--- src/lrat_pkg.sv ---
// ----------------------------------------------------------------------------
// lrat_pkg
// Shared types and constants of the lazy range-add maximum tree core.
// ----------------------------------------------------------------------------
package lrat_pkg;

  localparam int unsigned MaxLeavesDefault = 1024;
  localparam int unsigned ValueBitsDefault = 32;
  localparam int unsigned CfgBits          = 11;
  localparam int unsigned PosBits          = 11;
  localparam int unsigned DeltaBits        = 32;
  localparam int unsigned OutBits          = 32;
  localparam logic [CfgBits-1:0] LeafCountReset = 11'd1024;

  typedef enum logic [3:0] {
    ST_CLEAR,
    ST_IDLE,
    ST_START,
    ST_VISIT,
    ST_APPLY,
    ST_PD0,
    ST_PD1,
    ST_PD2,
    ST_DESC,
    ST_RET,
    ST_POST0,
    ST_POST1,
    ST_POST2,
    ST_OUT
  } state_e;

  typedef enum logic [3:0] {
    CMD_NONE,
    CMD_CFG,
    CMD_LOAD,
    CMD_CLR_STEP,
    CMD_START,
    CMD_RD_NODE,
    CMD_APPLY,
    CMD_PD0,
    CMD_PD1,
    CMD_PD2,
    CMD_DESC,
    CMD_RET,
    CMD_POST0,
    CMD_POST1,
    CMD_POST2,
    CMD_OUT
  } cmd_e;

  typedef struct packed {
    logic clr_done;
    logic item_clear;
    logic empty;
    logic full_cover;
    logic sp_zero;
    logic ret_right;
    logic out_free;
  } status_t;

endpackage

--- src/lrat_ctrl.sv ---
// ----------------------------------------------------------------------------
// lrat_ctrl
// Sequencer that walks the tree update and issues datapath commands.
// ----------------------------------------------------------------------------
module lrat_ctrl
  import lrat_pkg::*;
(
  input  logic    clk_i,
  input  logic    rst_ni,
  input  logic    cfg_we_i,
  input  logic    in_valid_i,
  output logic    in_ready_o,
  input  status_t status_i,
  output cmd_e    cmd_o
);

  state_e state_q, state_d;

  always_ff @(posedge clk_i or negedge rst_ni) begin
    if (!rst_ni) begin
      state_q <= ST_CLEAR;
    end else begin
      state_q <= state_d;
    end
  end

  assign in_ready_o = (state_q == ST_IDLE) && !cfg_we_i;

  always_comb begin
    state_d = state_q;
    unique case (state_q)
      ST_CLEAR: begin
        if (status_i.clr_done) begin
          state_d = status_i.item_clear ? ST_OUT : ST_IDLE;
        end
      end
      ST_IDLE: begin
        if (cfg_we_i) begin
          state_d = ST_CLEAR;
        end else if (in_valid_i) begin
          state_d = ST_START;
        end
      end
      ST_START: begin
        if (status_i.item_clear) begin
          state_d = ST_CLEAR;
        end else if (status_i.empty) begin
          state_d = ST_OUT;
        end else begin
          state_d = ST_VISIT;
        end
      end
      ST_VISIT: state_d = status_i.full_cover ? ST_APPLY : ST_PD0;
      ST_APPLY: state_d = ST_RET;
      ST_PD0:   state_d = ST_PD1;
      ST_PD1:   state_d = ST_PD2;
      ST_PD2:   state_d = ST_DESC;
      ST_DESC:  state_d = ST_VISIT;
      ST_RET: begin
        if (status_i.sp_zero) begin
          state_d = ST_OUT;
        end else if (status_i.ret_right) begin
          state_d = ST_VISIT;
        end else begin
          state_d = ST_POST0;
        end
      end
      ST_POST0: state_d = ST_POST1;
      ST_POST1: state_d = ST_POST2;
      ST_POST2: state_d = ST_RET;
      ST_OUT: begin
        if (status_i.out_free) begin
          state_d = ST_IDLE;
        end
      end
      default: state_d = ST_IDLE;
    endcase
  end

  always_comb begin
    cmd_o = CMD_NONE;
    unique case (state_q)
      ST_CLEAR: cmd_o = CMD_CLR_STEP;
      ST_IDLE: begin
        if (cfg_we_i) begin
          cmd_o = CMD_CFG;
        end else if (in_valid_i) begin
          cmd_o = CMD_LOAD;
        end
      end
      ST_START: begin
        if (!status_i.item_clear && !status_i.empty) begin
          cmd_o = CMD_START;
        end
      end
      ST_VISIT: cmd_o = CMD_RD_NODE;
      ST_APPLY: cmd_o = CMD_APPLY;
      ST_PD0:   cmd_o = CMD_PD0;
      ST_PD1:   cmd_o = CMD_PD1;
      ST_PD2:   cmd_o = CMD_PD2;
      ST_DESC:  cmd_o = CMD_DESC;
      ST_RET:   cmd_o = CMD_RET;
      ST_POST0: cmd_o = CMD_POST0;
      ST_POST1: cmd_o = CMD_POST1;
      ST_POST2: cmd_o = CMD_POST2;
      ST_OUT: begin
        if (status_i.out_free) begin
          cmd_o = CMD_OUT;
        end
      end
      default: cmd_o = CMD_NONE;
    endcase
  end

endmodule

--- config.mk ---
export PLATFORM = sky130hd
export DESIGN_NAME = lrat_ctrl
export DESIGN_NICKNAME = d
export VERILOG_FILES = /design/src/lrat_pkg.sv /design/src/lrat_ctrl.sv
export SDC_FILE = /design/constraint.sdc
export NUM_CORES = 1
export LEC_CHECK = 0
export ABC_AREA = 1
export BUFFER_PORTS_ARGS = -buffer_cell sky130_fd_sc_hd__buf_2
export CAP_MARGIN = 20
export CORE_AREA = 4 4 41 43
export CTS_BUF_LIST = sky130_fd_sc_hd__clkbuf_8
export DETAILED_ROUTE_END_ITERATION = 12
export DIE_AREA = 0 0 45 47
export PLACE_DENSITY_LB_ADDON = 0.3
export SKIP_CTS_REPAIR_TIMING = 1
export SLEW_MARGIN = 20
export SYNTH_ARGS = -nofsm -noshare
export SYNTH_HDL_FRONTEND = slang
export SYNTH_SLANG_ARGS = --single-unit
--- constraint.sdc ---
create_clock -name clk_i -period 2.2 [get_ports clk_i]
set_input_delay 0 -clock clk_i [delete_from_list [all_inputs] [get_ports clk_i]]
set_output_delay 0 -clock clk_i [all_outputs]
set_load 0.02 [all_outputs]
# Yosys cells after proc, flatten, opt, wreduce, memory -nomap -nowiden

Index checks and enable logic that the tools add are counted.

Memories: 0
Latch bits: 0
Bits of input ports: 11
Register bits: 4
ROM bits: 0
Output and inout bits: 5
Bits in writable memories: 0
Word-level logic and storage cells: 41

Add/subtract/negate cells: 0
Muxes and demuxes: 16
Bitwise gates (word level): 0
Reductions and logical operators: 8
Multipliers: 0
Order comparisons: 0
Equal/unequal tests: 16
Shifts and indexed selects: 0
Div/mod/pow operators: 0

Operators with widths:

| kind                                                | count |
|---|---|
| one-hot mux 4 bit (14 select lines)                 | 1 |
| one-hot mux 4 bit (13 select lines)                 | 1 |
| 2-to-1 mux 4 bit                                    | 10 |
| equality test 4 bit, second input constant          | 6 |
| equality test 4 x 3 -> 1 bit, second input constant | 4 |
| equality test 4 x 2 -> 1 bit, second input constant | 2 |
| equality test 4 x 1 -> 1 bit, second input constant | 1 |
| zero test 4 bit                                     | 1 |
| 2-to-1 mux 2 bit                                    | 2 |
| != test 2 bit, second input constant                | 2 |
| zero test 1 bit                                     | 3 |
| 2-to-1 mux 3 bit                                    | 1 |
| != test 3 bit, second input constant                | 1 |
| AND reduction 3 bit                                 | 1 |
| logical AND 1 bit                                   | 2 |
| OR reduction 2 bit                                  | 1 |
| 2-to-1 mux 1 bit                                    | 1 |

# Depth between registers and ports, before layout

Word-level depth: 4
Gate-level depth with buffers: 9
Depth with buffers taken out: 9

# Worst setup path before layout

OpenSTA, ideal clock, no wires.

Kind: register to output
Start point: reg state_q[1]
End point: out cmd_o[1]
Data required time: 2.200 ns
Cell stages (with the launch flop): 6
Data arrival time: 1.280 ns
Slack: 0.920 ns
Buffers on the path: 0
Path through: dfrtp_1 inv_2 nand2_1 nor2_1 nand2_1 o211ai_1

Cells in the longest elaborated chain, start to end: 2
Elaborated cells on any way between the ends: 15
Those cells by class: 13 x eq/ne; 1 x mux; 1 x reduce/logical

RTL lines:

| what                                        | line            | source |
|---|---|---|
| start, declared                             | lrat_ctrl.sv:17 | `state_e state_q, state_d;` |
| start signal, assigned                      | lrat_ctrl.sv:23 | `state_q <= state_d;` |
| equality test 4 bit (tied with other cells) | lrat_ctrl.sv:82 | `unique case (state_q)` |
| one-hot mux 4 bit (14 select lines) (*)     | lrat_ctrl.sv:82 |  |
| end, declared                               | lrat_ctrl.sv:14 | `output cmd_e cmd_o` |

Every way passes the cells marked *; elsewhere a longest branch is shown, timed or not.

# Worst setup path after layout

Ends and elaborated chain as after synthesis.

==> flow_summary_export.csv <==
group,metric,value,unit
power,max-vdd-ir-drop,769.4,µV
synthesis,synth_top_area_share,24.66,%
synthesis,yosys.area.top_type,"nand2_1",
grt,overflow,0,
place,portBuffers,15,
grt,grt_pass1_wl,2546,µm
setup_path,start_kind,"flip-flop",
cells_and_area,fin_nets,130,
grt,grt_pass1_vias,617,
drt,totalWireLength,1491,µm
synthesis,synth_top_family_by_area,"simple AND/OR/NAND/NOR gates",
place,place_inst,128,
synthesis,synth_area_leaders,"nand2_1, dfrtp_1, nor2_1, nand3_1, inv_1",
cells_and_area,regMostFlops,"state_q",
floorplan,die_area,0.002115,mm²
clock_tree,clock_sinks,4,
cells_and_area,post_layout_nonfiller_instances,132,
sta,tightest_slew,0.4046,ns
sta,period_minus_slack,1.595,ns
cells_and_area,fillCellCount,134,
sta,fin_crit_sh,72.49,%
cells_and_area,regArea,100.1,µm²
cells_and_area,largest_register_ffs,4,
floorplan,rows,13,
grt,grt_util_all_layers,16.32,%
setup_path,cp-end-kind,"output pin",
synthesis,yosysSeqAreaShare,18.26,%
grt,grt_max_degree,8,
floorplan,initial_core_util,42.12,%
power,powerDensity,1505,mW/mm²
clock_tree,cts_buffers,3,
drt,dr.first_iter.drc_count,25,
job,max-cap-violations,0,
place,dp_slack,0.8313,ns
drt,drt-pass1-iter-count,4,
cells_and_area,multi_input_area,395.4,µm²
cells_and_area,mostFrequentLayoutCell,"nand2_1",
clock_tree,clkTransAtPathRegs,0.03,ns
sta,max_clock_freq,627.0,MHz
synthesis,synth-xor-area-share,0,%
synthesis,synth_compound_area_share,7.991,%
synthesis,synthMuxAreaShare,0,%
clock_tree,clk_latency,0.22,ns
setup_path,crit_arrival,1.59,ns
cells_and_area,num_antenna_cells,0,
setup_path,r2r_slack,0.82,ns
floorplan,die-width,45,µm
setup_path,cp_max_fo,6,
drt,vias,681,
clock_tree,clock_path_buffers,2,
sta,rsz0062_at_grt,"no",
place,gp_congestion,0.9165,
clock_tree,cts_tree,"built",
synthesis,ys.warnings.count,0,
hold_path,hp-class,"primary input to async pin",
setup_path,worstPathRequired,2.20,ns
outcome,outcome,"completed",
sta,hold_violations,0,
sta,fin_ws,0.6052,ns
clock_tree,cts-root-buf,"clkbuf_8",
cells_and_area,layout_common_cells,"nand2_1, nor2_1, buf_2, inv_1, nand3_1",
cells_and_area,layout-drive-gt1-share,23.93,%
setup_path,path_class,"flip-flop to output pin",
grt,antenna_found_initial,0,
synthesis,netlist_area,548.0,µm²
cells_and_area,reg.largest.list,"state_q x4",
floorplan,core,0.001301,mm²
synthesis,synthAdderAreaFrac,0,%
floorplan,die-height,47,µm
synthesis,synth_cell_type_count,16,
sta,setup_viol,0,
synthesis,ys_ff_latch,4,
sta,fin_hold_ws,0.1222,ns
place,place.detailed.hpwl,1243,µm
synthesis,syn_inst,98,
cells_and_area,synthToLayoutAreaGrowth,26.48,%
drt,drc,0,
sta,maxSlewViolCount,0,
power,p_leak,0.4299,nW
sta,slew_headroom,72.93,%
drt,antenna_left,0,
synthesis,synth-simple-area-share,64.16,%
drt,vias_per_cell,5.159,
drt,wl_per_cell,11.30,µm
sta,tns,0,ns
clock_tree,htree_levels,1,
cells_and_area,postLayoutCoreUtil,53.27,%
floorplan,ios,16,
synthesis,syn-num-nets,109,
sta,fin_skew,0.003909,ns
synthesis,syn_avg_cell_area,5.592,µm²
-- cells in the mapped netlist --
library cell and n:
nand4_1 4, o21ai_2 1, nand3b_4 1, nand3_1 9, nand3b_1 2, nand2_2 2, nand3_2 1, a21oi_1 1
nand2_1 36, inv_2 3, dfrtp_1 4, nor2_1 16, nor2_4 2, o211ai_1 4, inv_1 11, and2_1 1
-- worst max-delay path: stages (launching register included) --
cell and delay [ns]:
dfrtp_1 0.46, inv_2 0.17, nand2_1 0.09, nor2_1 0.19, nand2_1 0.12, o211ai_1 0.16, buf_2 0.19
-- area by class of cell --
class | count | share of cell area, %
clock buffer | 3 | 5.957
multi-input combinational | 80 | 57.04
timing repair buffer | 16 | 12.27
inverter | 14 | 7.581
tap | 15 | 2.708
sequential | 4 | 14.44
-- metrics by stage --
stage | cell area [µm²] | power, W
finish | 693.2 | 0.001043
global route | 693.2 | 0.001147
CTS | 683.2 | 0.001046
detailed placement | 641.9 | 0.0008862
global placement | 641.9 | 0.0008900
floorplan | 548.0 | 0.0007070
-- routing by layer --
metal	GRT usage, %	share of wire [%]	vias to the layer above
met5	0	0	-
met4	7.018	1.3	0
met3	2.299	9.4	3
met2	27.12	47	39
met1	21.10	42	283
li1	-	-	356
-- path summary, 6_finish.rpt --
kind,from,end,cells past startpoint
hold reg to reg,state_q[0],state_q[0],2
min in group clk_i,status_i[0],state_q[2],3
max in group asynchronous,rst_ni,state_q[1],2
setup / recovery,state_q[1],cmd_o[1],6
hold / removal,rst_ni,state_q[2],2
setup reg to reg,state_q[1],state_q[0],8
-- report_power, final --
group          switching, W  leakage (nW)  total, W  internal (W)
clock             0.0000365        0.0216  0.000153      0.000116
combinational      0.000480         0.358  0.000719      0.000239
sequential        0.0000615        0.0501  0.000171      0.000110
total              0.000578         0.430   0.00104      0.000465
-- kinds of logic after synthesis --
| family | count (synthesis) |
|---|---|
| buffers and inverters | 14 |
| AO/OA/AOI/OAI | 6 |
| flip-flops | 4 |
| AND/OR/NAND/NOR | 74 |
Power figures use the tool's default switching activity.
